==> config.mk <==
export PLATFORM = sky130hd
export DESIGN_NAME = modbus_write_frame_builder_flat
export DESIGN_NICKNAME = d
export VERILOG_FILES = /design/src/mwfb_pkg.sv /design/src/mwfb_ifs.sv /design/src/mwfb_front.sv /design/src/mwfb_queue.sv /design/src/mwfb_back.sv /design/src/modbus_write_frame_builder.sv /design/src/flat_wrapper.sv
export SDC_FILE = /design/constraint.sdc
export NUM_CORES = 1
export LEC_CHECK = 0
export BUFFER_PORTS_ARGS = -buffer_cell sky130_fd_sc_hd__buf_4
export CORE_ASPECT_RATIO = 1.5
export CORE_MARGIN = 1.5
export CORE_UTILIZATION = 55
export CTS_CLUSTER_SIZE = 12
export DETAILED_ROUTE_END_ITERATION = 6
export PLACE_DENSITY = 0.73
export SLEW_MARGIN = 20
export SYNTH_ARGS = -nofsm -noshare
export SYNTH_HDL_FRONTEND = slang
export SYNTH_HIERARCHICAL = 1
export SYNTH_SLANG_ARGS = --single-unit
==> constraint.sdc <==
create_clock -name clk -period 5.04 [get_ports clk]
set_input_delay 1.512 -clock clk [delete_from_list [all_inputs] [get_ports clk]]
set_output_delay 1.512 -clock clk [all_outputs]
set_load 0.01 [all_outputs]
==> src/mwfb_pkg.sv <==
// Shared constants, types and the CRC function of the Modbus write frame builder.
package mwfb_pkg;

    localparam int unsigned MAX_REGISTERS = 123;
    localparam logic [7:0] FN_WRITE_SINGLE = 8'h06;
    localparam logic [7:0] FN_WRITE_MULTI = 8'h10;
    localparam logic [15:0] CRC_INIT = 16'hFFFF;
    localparam logic [15:0] CRC_POLY = 16'hA001;

    localparam int unsigned QUEUE_DEPTH = 4;
    localparam int unsigned QUEUE_AW = $clog2(QUEUE_DEPTH);

    typedef struct packed {
        logic        first;
        logic        multi;
        logic        last;
        logic [7:0]  station_addr;
        logic [15:0] start_register;
        logic [6:0]  register_count;
        logic [15:0] register_value;
    } entry_t;

    function automatic logic [15:0] crc_byte(input logic [15:0] crc_in, input logic [7:0] b);
        logic [15:0] c;
        c = crc_in ^ {8'h00, b};
        for (int k = 0; k < 8; k++)
        begin
            if (c[0])
            begin
                c = (c >> 1) ^ CRC_POLY;
            end
            else
            begin
                c = c >> 1;
            end
        end
        return c;
    endfunction

endpackage

==> src/mwfb_ifs.sv <==
// Channel interfaces for incoming register items and outgoing frame bytes.
interface mwfb_item_if;
    logic        valid;
    logic        ready;
    logic        first_of_frame;
    logic [7:0]  station_addr;
    logic [15:0] start_register;
    logic [6:0]  register_count;
    logic [15:0] register_value;

    modport source (output valid, first_of_frame, station_addr, start_register,
                    register_count, register_value, input ready);
    modport sink (input valid, first_of_frame, station_addr, start_register,
                  register_count, register_value, output ready);
endinterface

interface mwfb_byte_if;
    logic       valid;
    logic       ready;
    logic [7:0] frame_byte;
    logic       frame_end;

    modport source (output valid, frame_byte, frame_end, input ready);
    modport sink (input valid, frame_byte, frame_end, output ready);
endinterface

==> src/mwfb_front.sv <==
// Front end: accepts items, tracks the open frame and classifies each item.
module mwfb_front
    import mwfb_pkg::*;
(
    input  logic   clk,
    input  logic   rst_n,
    mwfb_item_if.sink item,
    input  logic   full,
    output logic   push,
    output entry_t entry
);

    logic [6:0] values_left_reg;
    logic [6:0] values_left_next;
    logic       in_frame_reg;
    logic       in_frame_next;
    logic       accept;
    logic [6:0] cnt;
    logic [6:0] left;

    assign item.ready = !full;
    assign accept = item.valid && item.ready;

    always_comb
    begin
        if (item.register_count == 7'd0)
        begin
            cnt = 7'd1;
        end
        else if (item.register_count > 7'(MAX_REGISTERS))
        begin
            cnt = 7'(MAX_REGISTERS);
        end
        else
        begin
            cnt = item.register_count;
        end
        left = item.first_of_frame ? cnt : values_left_reg;

        entry.first          = item.first_of_frame;
        entry.multi          = (cnt != 7'd1);
        entry.last           = (left <= 7'd1);
        entry.station_addr   = item.station_addr;
        entry.start_register = item.start_register;
        entry.register_count = cnt;
        entry.register_value = item.register_value;

        push = accept && (item.first_of_frame || in_frame_reg);

        values_left_next = values_left_reg;
        in_frame_next    = in_frame_reg;
        if (push)
        begin
            values_left_next = (left == 7'd0) ? 7'd0 : left - 7'd1;
            in_frame_next    = (left > 7'd1);
        end
    end

    always_ff @(posedge clk or negedge rst_n)
    begin
        if (!rst_n)
        begin
            values_left_reg <= '0;
            in_frame_reg    <= 1'b0;
        end
        else
        begin
            values_left_reg <= values_left_next;
            in_frame_reg    <= in_frame_next;
        end
    end

endmodule

==> src/mwfb_queue.sv <==
// Short queue of classified items between the front end and the serializer.
module mwfb_queue
    import mwfb_pkg::*;
(
    input  logic   clk,
    input  logic   rst_n,
    input  logic   push,
    input  entry_t push_entry,
    input  logic   pop,
    output logic   full,
    output logic   empty,
    output entry_t head
);

    entry_t                slots_reg [QUEUE_DEPTH];
    logic [QUEUE_AW-1:0]   wr_ptr_reg;
    logic [QUEUE_AW-1:0]   rd_ptr_reg;
    logic [QUEUE_AW:0]     fill_reg;
    logic [QUEUE_AW:0]     fill_next;
    logic                  do_pop;

    assign full   = (fill_reg == (QUEUE_AW+1)'(QUEUE_DEPTH));
    assign empty  = (fill_reg == '0);
    assign head   = slots_reg[rd_ptr_reg];
    assign do_pop = pop && !empty;

    always_comb
    begin
        fill_next = fill_reg;
        if (push && !do_pop)
        begin
            fill_next = fill_reg + 1'b1;
        end
        else if (do_pop && !push)
        begin
            fill_next = fill_reg - 1'b1;
        end
    end

    always_ff @(posedge clk)
    begin
        if (push)
        begin
            slots_reg[wr_ptr_reg] <= push_entry;
        end
    end

    always_ff @(posedge clk or negedge rst_n)
    begin
        if (!rst_n)
        begin
            wr_ptr_reg <= '0;
            rd_ptr_reg <= '0;
            fill_reg   <= '0;
        end
        else
        begin
            if (push)
            begin
                wr_ptr_reg <= wr_ptr_reg + 1'b1;
            end
            if (do_pop)
            begin
                rd_ptr_reg <= rd_ptr_reg + 1'b1;
            end
            fill_reg <= fill_next;
        end
    end

endmodule

==> src/mwfb_back.sv <==
// Serializer: emits the frame bytes of each queued item and runs the CRC.
module mwfb_back
    import mwfb_pkg::*;
(
    input  logic   clk,
    input  logic   rst_n,
    input  logic   empty,
    input  entry_t head,
    output logic   pop,
    mwfb_byte_if.source stream
);

    localparam logic [3:0] S_ADDR     = 4'd0;
    localparam logic [3:0] S_FUNC     = 4'd1;
    localparam logic [3:0] S_START_HI = 4'd2;
    localparam logic [3:0] S_START_LO = 4'd3;
    localparam logic [3:0] S_QTY_HI   = 4'd4;
    localparam logic [3:0] S_QTY_LO   = 4'd5;
    localparam logic [3:0] S_BCOUNT   = 4'd6;
    localparam logic [3:0] S_VAL_HI   = 4'd7;
    localparam logic [3:0] S_VAL_LO   = 4'd8;
    localparam logic [3:0] S_CRC_LO   = 4'd9;
    localparam logic [3:0] S_CRC_HI   = 4'd10;

    logic [3:0]  step_reg;
    logic [3:0]  step_next;
    logic        started_reg;
    logic        started_next;
    logic [15:0] crc_reg;
    logic [15:0] crc_next;
    logic        out_valid_reg;
    logic [7:0]  out_byte_reg;
    logic        out_end_reg;
    logic [3:0]  cur_step;
    logic        fire;
    logic [7:0]  cur_byte;
    logic        cur_end;
    logic [15:0] crc_base;

    assign stream.valid      = out_valid_reg;
    assign stream.frame_byte = out_byte_reg;
    assign stream.frame_end  = out_end_reg;

    assign fire     = !empty && (!out_valid_reg || stream.ready);
    assign cur_step = started_reg ? step_reg : (head.first ? S_ADDR : S_VAL_HI);
    assign crc_base = (cur_step == S_ADDR) ? CRC_INIT : crc_reg;

    always_comb
    begin
        cur_end      = 1'b0;
        pop          = 1'b0;
        step_next    = step_reg;
        started_next = started_reg;
        unique case (cur_step)
            S_ADDR:     cur_byte = head.station_addr;
            S_FUNC:     cur_byte = head.multi ? FN_WRITE_MULTI : FN_WRITE_SINGLE;
            S_START_HI: cur_byte = head.start_register[15:8];
            S_START_LO: cur_byte = head.start_register[7:0];
            S_QTY_HI:   cur_byte = 8'h00;
            S_QTY_LO:   cur_byte = {1'b0, head.register_count};
            S_BCOUNT:   cur_byte = {head.register_count, 1'b0};
            S_VAL_HI:   cur_byte = head.register_value[15:8];
            S_VAL_LO:   cur_byte = head.register_value[7:0];
            S_CRC_LO:   cur_byte = crc_reg[7:0];
            S_CRC_HI:
            begin
                cur_byte = crc_reg[15:8];
                cur_end  = 1'b1;
            end
            default:    cur_byte = 8'h00;
        endcase

        crc_next = crc_reg;
        if (fire)
        begin
            if (cur_step == S_CRC_HI)
            begin
                crc_next = CRC_INIT;
            end
            else if (cur_step != S_CRC_LO)
            begin
                crc_next = crc_byte(crc_base, cur_byte);
            end

            started_next = 1'b1;
            unique case (cur_step)
                S_START_LO: step_next = head.multi ? S_QTY_HI : S_VAL_HI;
                S_VAL_LO:
                begin
                    if (head.last)
                    begin
                        step_next = S_CRC_LO;
                    end
                    else
                    begin
                        pop          = 1'b1;
                        started_next = 1'b0;
                    end
                end
                S_CRC_HI:
                begin
                    pop          = 1'b1;
                    started_next = 1'b0;
                end
                default:    step_next = cur_step + 4'd1;
            endcase
        end
    end

    always_ff @(posedge clk)
    begin
        if (fire)
        begin
            out_byte_reg <= cur_byte;
            out_end_reg  <= cur_end;
        end
    end

    always_ff @(posedge clk or negedge rst_n)
    begin
        if (!rst_n)
        begin
            step_reg      <= S_ADDR;
            started_reg   <= 1'b0;
            crc_reg       <= CRC_INIT;
            out_valid_reg <= 1'b0;
        end
        else
        begin
            step_reg    <= step_next;
            started_reg <= started_next;
            crc_reg     <= crc_next;
            if (fire)
            begin
                out_valid_reg <= 1'b1;
            end
            else if (stream.ready)
            begin
                out_valid_reg <= 1'b0;
            end
        end
    end

endmodule

==> src/modbus_write_frame_builder.sv <==
// Top level of the Modbus RTU write-request frame builder.
//
//   channel  direction  carries
//   item     in         one register value, plus header fields on a frame's first item
//   stream   out        one frame byte, frame_end on the CRC high byte
//
// The serializer emits one byte per cycle while an item is queued and stream is ready;
// a middle item has two bytes, the first item of a multi-register frame up to nine.
// A four-entry queue lets the input side run ahead of the output register.
// Reset clears the open-frame tracking, the queue and the output valid flag.
// A stalled stream holds its byte; the input stalls only when the queue is full.
module modbus_write_frame_builder
    import mwfb_pkg::*;
(
    input logic clk,
    input logic rst_n,
    mwfb_item_if.sink item,
    mwfb_byte_if.source stream
);

    logic   push;
    logic   pop;
    logic   full;
    logic   empty;
    entry_t push_entry;
    entry_t head;

    mwfb_front u_front (
        .clk   (clk),
        .rst_n (rst_n),
        .item  (item),
        .full  (full),
        .push  (push),
        .entry (push_entry)
    );

    mwfb_queue u_queue (
        .clk        (clk),
        .rst_n      (rst_n),
        .push       (push),
        .push_entry (push_entry),
        .pop        (pop),
        .full       (full),
        .empty      (empty),
        .head       (head)
    );

    mwfb_back u_back (
        .clk    (clk),
        .rst_n  (rst_n),
        .empty  (empty),
        .head   (head),
        .pop    (pop),
        .stream (stream)
    );

endmodule

==> src/flat_wrapper.sv <==
// flat-port wrapper written by rule: the top's interface ports become plain ports
module modbus_write_frame_builder_flat import mwfb_pkg::*;
  (clk, rst_n, item_valid, item_first_of_frame, item_station_addr, item_start_register, item_register_count, item_register_value, item_ready, stream_valid, stream_frame_byte, stream_frame_end, stream_ready);
  mwfb_item_if item_i ();
  mwfb_byte_if stream_i ();
  input logic clk;
  input logic rst_n;
  input wire logic [$bits(item_i.valid)-1:0] item_valid;
  input wire logic [$bits(item_i.first_of_frame)-1:0] item_first_of_frame;
  input wire logic [$bits(item_i.station_addr)-1:0] item_station_addr;
  input wire logic [$bits(item_i.start_register)-1:0] item_start_register;
  input wire logic [$bits(item_i.register_count)-1:0] item_register_count;
  input wire logic [$bits(item_i.register_value)-1:0] item_register_value;
  output wire logic [$bits(item_i.ready)-1:0] item_ready;
  output wire logic [$bits(stream_i.valid)-1:0] stream_valid;
  output wire logic [$bits(stream_i.frame_byte)-1:0] stream_frame_byte;
  output wire logic [$bits(stream_i.frame_end)-1:0] stream_frame_end;
  input wire logic [$bits(stream_i.ready)-1:0] stream_ready;
  assign item_i.valid = item_valid;
  assign item_i.first_of_frame = item_first_of_frame;
  assign item_i.station_addr = item_station_addr;
  assign item_i.start_register = item_start_register;
  assign item_i.register_count = item_register_count;
  assign item_i.register_value = item_register_value;
  assign item_ready = item_i.ready;
  assign stream_valid = stream_i.valid;
  assign stream_frame_byte = stream_i.frame_byte;
  assign stream_frame_end = stream_i.frame_end;
  assign stream_i.ready = stream_ready;
  modbus_write_frame_builder u_core (.clk(clk), .rst_n(rst_n), .item(item_i), .stream(stream_i));
endmodule
==> results of run 1 <==
-- power groups by stage --
stage,Clock [W],Combinational (W),Sequential [W]
after detailed placement,0,0.00373,0.00313
final,0.00166,0.00373,0.00309
after global placement,0,0.00366,0.00309
after global routing,0.00178,0.00404,0.00313
after CTS,0.00170,0.00374,0.00309
after floorplan,0,0.00301,0.00304
-- worst max-delay path, cell delays in order, from the launching register on --
cell	delay [ns]
dfrtp_4	0.41
mux4_2	0.62
nor2_1	0.29
a21o_1	0.16
ha_1	0.59
inv_1	0.23
nor2_4	0.31
a22oi_1	0.13
and3_1	0.24
xor2_1	0.24
xnor2_2	0.16
xnor3_2	0.41
xnor2_1	0.15
a21oi_1	0.18
-- layout make-up --
cell class / instances / area (um^2) / area share [%]
sequential: 246 / 7230 / 59.7
multi-input combinational: 347 / 3210 / 26.5
clock buffer: 42 / 709 / 5.86
timing repair buffer: 70 / 526 / 4.34
tap: 260 / 325 / 2.69
inverter: 24 / 90.1 / 0.744
clock inverter: 4 / 25.0 / 0.207
-- Yosys cell counts, drive strengths merged, types with 4 or more instances --
cell / number
edfxtp: 209
buf: 64
mux4: 50
nand2: 41
nor2: 33
o21ai: 26
a21oi: 25
inv: 24
dfrtp: 21
xnor2: 20
dfstp: 16
xor2: 13
a22oi: 12
clkbuf: 11
mux2i: 11
ha: 10
a222oi: 8
a31oi: 8
nor3: 8
and2: 7
nand3: 5
nor2b: 5
a22o: 4
nor3b: 4
o211ai: 4
o22ai: 4
-- through the flow --
step,setup slack (ns),total power [W],area [um^2],hold WS [ns]
finish,0.838,0.00848,12100,0.479
detailed placement,0.877,0.00685,11400,0.471
global placement,1.02,0.00675,11400,0.465
global route,0.654,0.00895,12100,0.502
CTS,0.851,0.00853,12100,0.481
floorplan,1.14,0.00605,11100,0.442
-- worst max path at each step --
stage / from / slack (ns) / cells past startpoint / endpoint
floorplan: u_core/u_queue/rd_ptr_reg[0]$_DFFE_PN0P_ / 1.14 / 17 / u_core/u_back/crc_reg[0]$_DFFE_PN1P_
global placement: u_core/u_queue/rd_ptr_reg[0]$_DFFE_PN0P_ / 1.02 / 13 / u_core/u_queue/fill_reg[1]$_DFFE_PN0P_
detailed placement: u_core/u_queue/rd_ptr_reg[0]$_DFFE_PN0P_ / 0.88 / 13 / u_core/u_back/crc_reg[14]$_DFFE_PN1P_
CTS: u_core/u_queue/rd_ptr_reg[0]$_DFFE_PN0P_ / 0.85 / 13 / u_core/u_back/crc_reg[14]$_DFFE_PN1P_
global route: u_core/u_queue/rd_ptr_reg[0]$_DFFE_PN0P_ / 0.65 / 13 / u_core/u_back/crc_reg[0]$_DFFE_PN1P_
finish: u_core/u_queue/rd_ptr_reg[0]$_DFFE_PN0P_ / 0.84 / 13 / u_core/u_back/crc_reg[14]$_DFFE_PN1P_
-- metal layers --
| layer | up-vias | GRT usage, % |
|---|---|---|
| met5 | - | 0 |
| met4 | 0 | 9.29 |
| met3 | 63 | 3.03 |
| met2 | 199 | 39.4 |
| met1 | 3029 | 27.3 |
| li1 | 2671 | - |
-- cells by family (layout without fill, tap and decap cells) --
family / Yosys count / in the layout / share of synthesized area, %
adders and majority gates: 11 / 11 / 1.31
buffers and inverters: 99 / 140 / 5.94
muxes: 63 / 63 / 11.5
AOI/OAI and AO/OA: 114 / 114 / 7.29
and+or+nand+nor: 125 / 125 / 5.76
DFF: 246 / 246 / 65.2
xor gates and xnor gates: 34 / 34 / 3.03
==> metrics.csv, run 1 <==
stage,metric,value,unit
setup_path,critical_path_class,flip-flop to flip-flop,
timing,finalSetupTns,0,ns
setup_path,cp-start-kind,flip-flop,
clock_tree,post-cts-setup-buffers,0,
layout,final_core_util,61.2,%
timing,max_slew_margin,32.8,%
synth,synthCells,692,
route,drt-total-wl,22600,um
clock_tree,cts_buffer_depth,3,
floorplanning,io_pins,63,
route,wl_met1,8550,um
setup_path,reg2reg_slack,0.84,ns
clock_tree,clk_latency,0.52,ns
setup_path,reg2reg_to,u_core/u_back/crc_reg[14]$_DFFE_PN1P_,
floorplanning,die_y,177,um
place,hpwl,14800,um
global_route,grt_pass1_wl,35200,um
floorplanning,start_util,56.0,%
layout,final_common_cell,edfxtp_1,
clock_tree,ctsResizeCount,0,
route,drc,0,
pwr,p_switching,0.00299,W
synth,synth.distinct_cells,76,
synth,ys_seq_elements,246,
timing,max_freq,238,MHz
pwr,power_switching_share,35.3,%
synth,yosys-top-cells-area,"edfxtp_1 57%, mux4_2 9.8%, dfrtp_1 4.7%",
timing,setup_viol,0,
place,dp.cells,947,
layout,diodes,0,
setup_path,critical_path_required,5.47,ns
setup_path,rr_worst_depth,13,
floorplanning,dieArea,21000,um^2
place,gp_congestion,0.882,
pwr,comb_power_share,43.9,%
setup_path,worstPathArrival,4.63,ns
pwr,p_per_area,701,nW/um^2
worst_hold_path,whs_endpoint,u_core/u_back/crc_reg[3]$_DFFE_PN1P_,
clock_tree,root_buffer,clkbuf_16,
global_route,track_usage,22.1,%
setup_path,r2r-start,u_core/u_queue/rd_ptr_reg[0]$_DFFE_PN0P_,
pwr,clock_power_share,19.6,%
route,drtIter0Drc,610,
synth,ys_warn_count,6,
route,dr.pass1.iters,5,
pwr,seqPwrFrac,36.5,%
timing,tightest_slew,1.00,ns
synth,async_flop_share,15.0,%
route,dr_wl_met2,12200,um
timing,rsz0062_at_grt,false,
route,wl_met3,933,um
clock_tree,cts_tree,yes,
route,routedWlPerCell,22.8,um
floorplanning,core,19800,um^2
timing,clock_skew,0.0174,ns
layout,largest_reg_flops,200,
worst_hold_path,hold_depth,2,
route,antenna_left,0,
synth,synth.avg_cell_area,16.0,um^2
synth,syn_area,11100,um^2
clock_tree,cts_hold_buf,0,
synth,syn-num-nets,755,
pwr,leakage,4.22,nW
timing,drv_slew,0,
global_route,grt_pass1_vias,6212,
worst_hold_path,holdCritStartpoint,u_core/u_back/crc_reg[3]$_DFFE_PN1P_,
global_route,grt_max_degree,52,
pwr,peakVddDrop,411,uV
layout,final_cell_mix,"209 x edfxtp_1, 70 x buf_4, 48 x mux4_2",
timing,hold_viol,0,
worst_hold_path,hold_class,flip-flop to flip-flop,
setup_path,cp_max_fo,16,
clock_tree,clkTransAtPathRegs,0.06,ns
synth,ys_seq_area_share,65.2,%
route,viasPerCell,6.00,
pwr,p_int,0.00549,W
route,highest_layer,met4,
synth,synth_top_area_share,56.6,%
run_status,outcome,finished clean,
clock_tree,cts_max_level,1,
route,vias,5962,
timing,fin_crit_sh,83.4,%
layout,fin_nets,777,
synth,synth_top_area_cell,edfxtp_1,
synth,synth_edf_count,209,
run,cap_violations,0,
layout,fillers,1412,
floorplanning,die_x,119,um
synth,synth_flop_cell,edfxtp_1,
global_route,antenna_found_initial,0,
global_route,overflow,0,
place,numPortBuffers,62,
clock_tree,cts_buffers,25,
floorplanning,num_rows,63,
timing,layout_min_cycle_time,4.20,ns
clock_tree,numClockSinks,246,
setup_path,cp-end-kind,flip-flop,
layout,area_growth,9.27,%
layout,layout.cells.non_filler,993,
layout,drive_above_1_share,26.9,%
Note: power is estimated with default switching activity, not from simulation.
==> run 2: changes to the inputs <==
--- a/config.mk
+++ b/config.mk
@@ -5,6 +5,7 @@
 export SDC_FILE = /design/constraint.sdc
 export NUM_CORES = 1
 export LEC_CHECK = 0
+export ABC_AREA = 1
 export BUFFER_PORTS_ARGS = -buffer_cell sky130_fd_sc_hd__buf_4
 export CORE_ASPECT_RATIO = 1.5
 export CORE_MARGIN = 1.5
==> constraint.sdc (replaced) <==
create_clock -name clk -period 3.9 [get_ports clk]
set_input_delay 1.17 -clock clk [delete_from_list [all_inputs] [get_ports clk]]
set_output_delay 1.17 -clock clk [all_outputs]
set_load 0.01 [all_outputs]
==> metrics.csv, run 2 <==
stage,metric,value,unit,change
layout,area_growth,8.66,%,was 9.27%
setup_path,cp_max_fo,22,,was 16
floorplanning,io_pins,63,,unchanged
synth,synth.avg_cell_area,10.6,um^2,was 16.0 um^2
timing,drv_slew,0,,unchanged
synth,yosys-top-cells-area,"edfxtp_1 51%, nand2_1 9.4%, inv_1 5.4%",,"was edfxtp_1 57%, mux4_2 9.8%, dfrtp_1 4.7%"
setup_path,critPathBufInv,6,,was 1
setup_path,reg2reg_slack,0.35,ns,was 0.84 ns
floorplanning,start_util,56.5,%,was 56.0%
synth,synth_top_area_cell,edfxtp_1,,unchanged
synth,synth_flop_cell,edfxtp_1,,unchanged
floorplanning,dieArea,23300,um^2,was 21000 um^2
floorplanning,core,21800,um^2,was 19800 um^2
setup_path,crit_slowest_cell,dfrtp_1,,was mux4_2
place,numPortBuffers,62,,unchanged
clock_tree,cts_buffer_depth,3,,unchanged
timing,tightest_slew,0.742,ns,was 1.00 ns
synth,yosys-top-cells-count,"308 x nand2_1, 209 x edfxtp_1, 177 x inv_1",,"was 209 x edfxtp_1, 48 x mux4_2, 43 x buf_4"
run_status,outcome,finished clean,,unchanged
timing,hold_viol,0,,unchanged
synth,synth_edf_count,209,,unchanged
synth,synth_top_area_share,51.0,%,was 56.6%
synth,syn_area,12300,um^2,was 11100 um^2
clock_tree,clkTransAtPathRegs,0.06,ns,about the same
synth,async_flop_share,15.0,%,unchanged
timing,max_freq,282,MHz,was 238 MHz
setup_path,critical_path_class,flip-flop to flip-flop,,unchanged
setup_path,cp-start-kind,flip-flop,,unchanged
setup_path,worstPathArrival,3.95,ns,was 4.63 ns
route,wl_met3,1060,um,was 933 um
global_route,grt_pass1_wl,40400,um,was 35200 um
pwr,peakVddDrop,575,uV,was 411 uV
route,vias,7972,,was 5962
run,cap_violations,0,,unchanged
timing,finalSetupTns,0,ns,unchanged
global_route,overflow,0,,unchanged
setup_path,slowest_delay,0.44,ns,was 0.62 ns
layout,diodes,0,,unchanged
global_route,grt_pass1_vias,7926,,was 6212
global_route,grt_max_degree,158,,was 52
layout,layout.cells.non_filler,1473,,was 993
setup_path,r2r-start,u_core/u_queue/rd_ptr_reg[0]$_DFFE_PN0P_,,unchanged
floorplanning,num_rows,66,,was 63
pwr,leakage,5.78,nW,was 4.22 nW
place,gp_congestion,0.916,,was 0.882
floorplanning,die_x,125,um,was 119 um
route,viasPerCell,5.41,,was 6.00
layout,final_common_cell,nand2_1,,was edfxtp_1
clock_tree,cts_max_level,1,,unchanged
layout,drive_above_1_share,20.1,%,was 26.9%
route,dr_wl_met2,13000,um,was 12200 um
layout,final_cell_mix,"308 x nand2_1, 209 x edfxtp_1, 173 x inv_1",,"was 209 x edfxtp_1, 70 x buf_4, 48 x mux4_2"
setup_path,critical_path.top_delay_family,simple AND/OR/NAND/NOR gates,,was XOR/XNOR gates
global_route,track_usage,21.9,%,was 22.1%
timing,layout_min_cycle_time,3.55,ns,was 4.20 ns
clock_tree,clk_latency,0.52,ns,about the same
synth,syn-num-nets,1226,,was 755
synth,synth.most_common_cell,nand2_1,,was edfxtp_1
setup_path,cp-end-kind,flip-flop,,unchanged
setup_path,critical_path_required,4.30,ns,was 5.47 ns
global_route,antenna_found_initial,0,,unchanged
clock_tree,numClockSinks,246,,unchanged
layout,largest_reg_flops,200,,unchanged
layout,fin_nets,1246,,was 777
route,drc,0,,unchanged
route,dr.pass1.iters,5,,unchanged
timing,fin_crit_sh,91.0,%,was 83.4%
timing,max_slew_margin,50.6,%,was 32.8%
clock_tree,cts_buffers,25,,unchanged
synth,synthCells,1163,,was 692
setup_path,critPathMostFrequentCell,nand2_1,,
place,hpwl,16800,um,was 14800 um
synth,ys_seq_elements,246,,unchanged
place,dp.cells,1426,,was 947
synth,ys_warn_count,6,,unchanged
worst_hold_path,holdCritStartpoint,u_core/u_back/crc_reg[5]$_DFFE_PN1P_,,was u_core/u_back/crc_reg[3]$_DFFE_PN1P_
route,drt-total-wl,25100,um,was 22600 um
timing,setup_viol,0,,unchanged
clock_tree,cts_tree,yes,,unchanged
floorplanning,die_y,186,um,was 177 um
route,antenna_left,0,,unchanged
route,drtIter0Drc,491,,was 610
setup_path,crit_chain,inv_6 -> nand2_1 -> o211ai_2 -> nand2_1 -> nand2_4 -> nand2_4 -> inv_1 -> ha_1 -> nand4_1 -> buf_4 -> buf_4 -> o21ai_0 -> inv_1 -> nor2_1 -> nand2_1 -> ha_1 -> inv_1 -> fa_1 -> nand2_1 -> nand2_1,,was mux4_2 -> nor2_1 -> a21o_1 -> ha_1 -> inv_1 -> nor2_4 -> a22oi_1 -> and3_1 -> xor2_1 -> xnor2_2 -> xnor3_2 -> xnor2_1 -> a21oi_1
route,wl_met1,10300,um,was 8550 um
route,highest_layer,met4,,unchanged
worst_hold_path,hold_class,flip-flop to flip-flop,,unchanged
synth,synth.distinct_cells,45,,was 76
clock_tree,cts_hold_buf,0,,unchanged
route,routedWlPerCell,17.1,um,was 22.8 um
clock_tree,root_buffer,clkbuf_16,,unchanged
pwr,p_per_area,867,nW/um^2,was 701 nW/um^2
setup_path,critPathLaunch,u_core/u_queue/rd_ptr_reg[0]$_DFFE_PN0P_,,unchanged
synth,ys_seq_area_share,58.7,%,was 65.2%
timing,clock_skew,0.0111,ns,was 0.0174 ns
timing,rsz0062_at_grt,false,,unchanged
## run 2: logic make-up (layout without fill, tap and decap cells)
group	count (synthesis)	after routing	share of synthesized area [%]
buf+inv	274	312	11.3
flops	246	246	58.7
compound gates	151	151	10.6
xor+xnor	9	9	0.640
fa+ha+maj	11	11	1.18
simple gates	472	472	17.6
## run 2: per-stage QoR
| stage | hold slack, ns | cell area [um^2] | setup slack [ns] | util (%) | power [W] |
|---|---|---|---|---|---|
| after floorplan | 0.442 | 12300 | 0.598 | - | 0.00821 |
| after global placement | 0.457 | 12600 | 0.427 | 57.8 | 0.00928 |
| after detailed placement | 0.470 | 12600 | 0.368 | 57.8 | 0.00941 |
| after CTS | 0.480 | 13400 | 0.324 | 61.3 | 0.0116 |
| after global routing | 0.508 | 13400 | 0.0119 | 61.3 | 0.0124 |
| final | 0.483 | 13400 | 0.351 | 61.3 | 0.0116 |
## run 2: path summary, 6_finish.rpt
kind / end / cells past startpoint
max: u_core/u_queue/fill_reg[1]$_DFFE_PN0P_ / 20
min: u_core/u_back/crc_reg[5]$_DFFE_PN1P_ / 2
max reg2reg: u_core/u_queue/fill_reg[1]$_DFFE_PN0P_ / 20
min reg2reg: u_core/u_back/crc_reg[5]$_DFFE_PN1P_ / 2
max in group asynchronous: u_core/u_queue/rd_ptr_reg[1]$_DFFE_PN0P_ / 1
min in group asynchronous: u_core/u_back/started_reg$_DFFE_PN0P_ / 1
## run 2: repair_timing
| action | in CTS | in global routing |
|---|---|---|
| resized for setup | 0 | 2 |
| setup buffers | 0 | 2 |
| endpoints found under the setup margin | 0 | 3 |
## run 2: cell type report
type                            count  area, um^2
Clock buffer                       42         699
Multi-Input combinational cell    643        3700
Clock inverter                      3        43.8
Sequential cell                   246        7220
Fill cell                        1785        8430
Tap cell                          272         340
Timing Repair Buffer               78         648
Inverter                          189         719
## run 2: report_power, final
part           switching [W]  leakage (nW)  internal, W
clock               0.000927         0.357      0.00128
sequential          0.000266          2.34      0.00363
combinational        0.00372          3.09      0.00177
total                0.00491          5.78      0.00668
## run 2: metal layers
layer,track usage (%),up-vias
li1,-,3898
met1,26.4,3827
met2,40.5,198
met3,2.55,49
met4,8.05,0
met5,0,-
## run 2: tightest hold or removal path: stages (launching register included)
cell and delay (ns):
dfstp_2 0.38, inv_1 0.05, a32oi_1 0.05
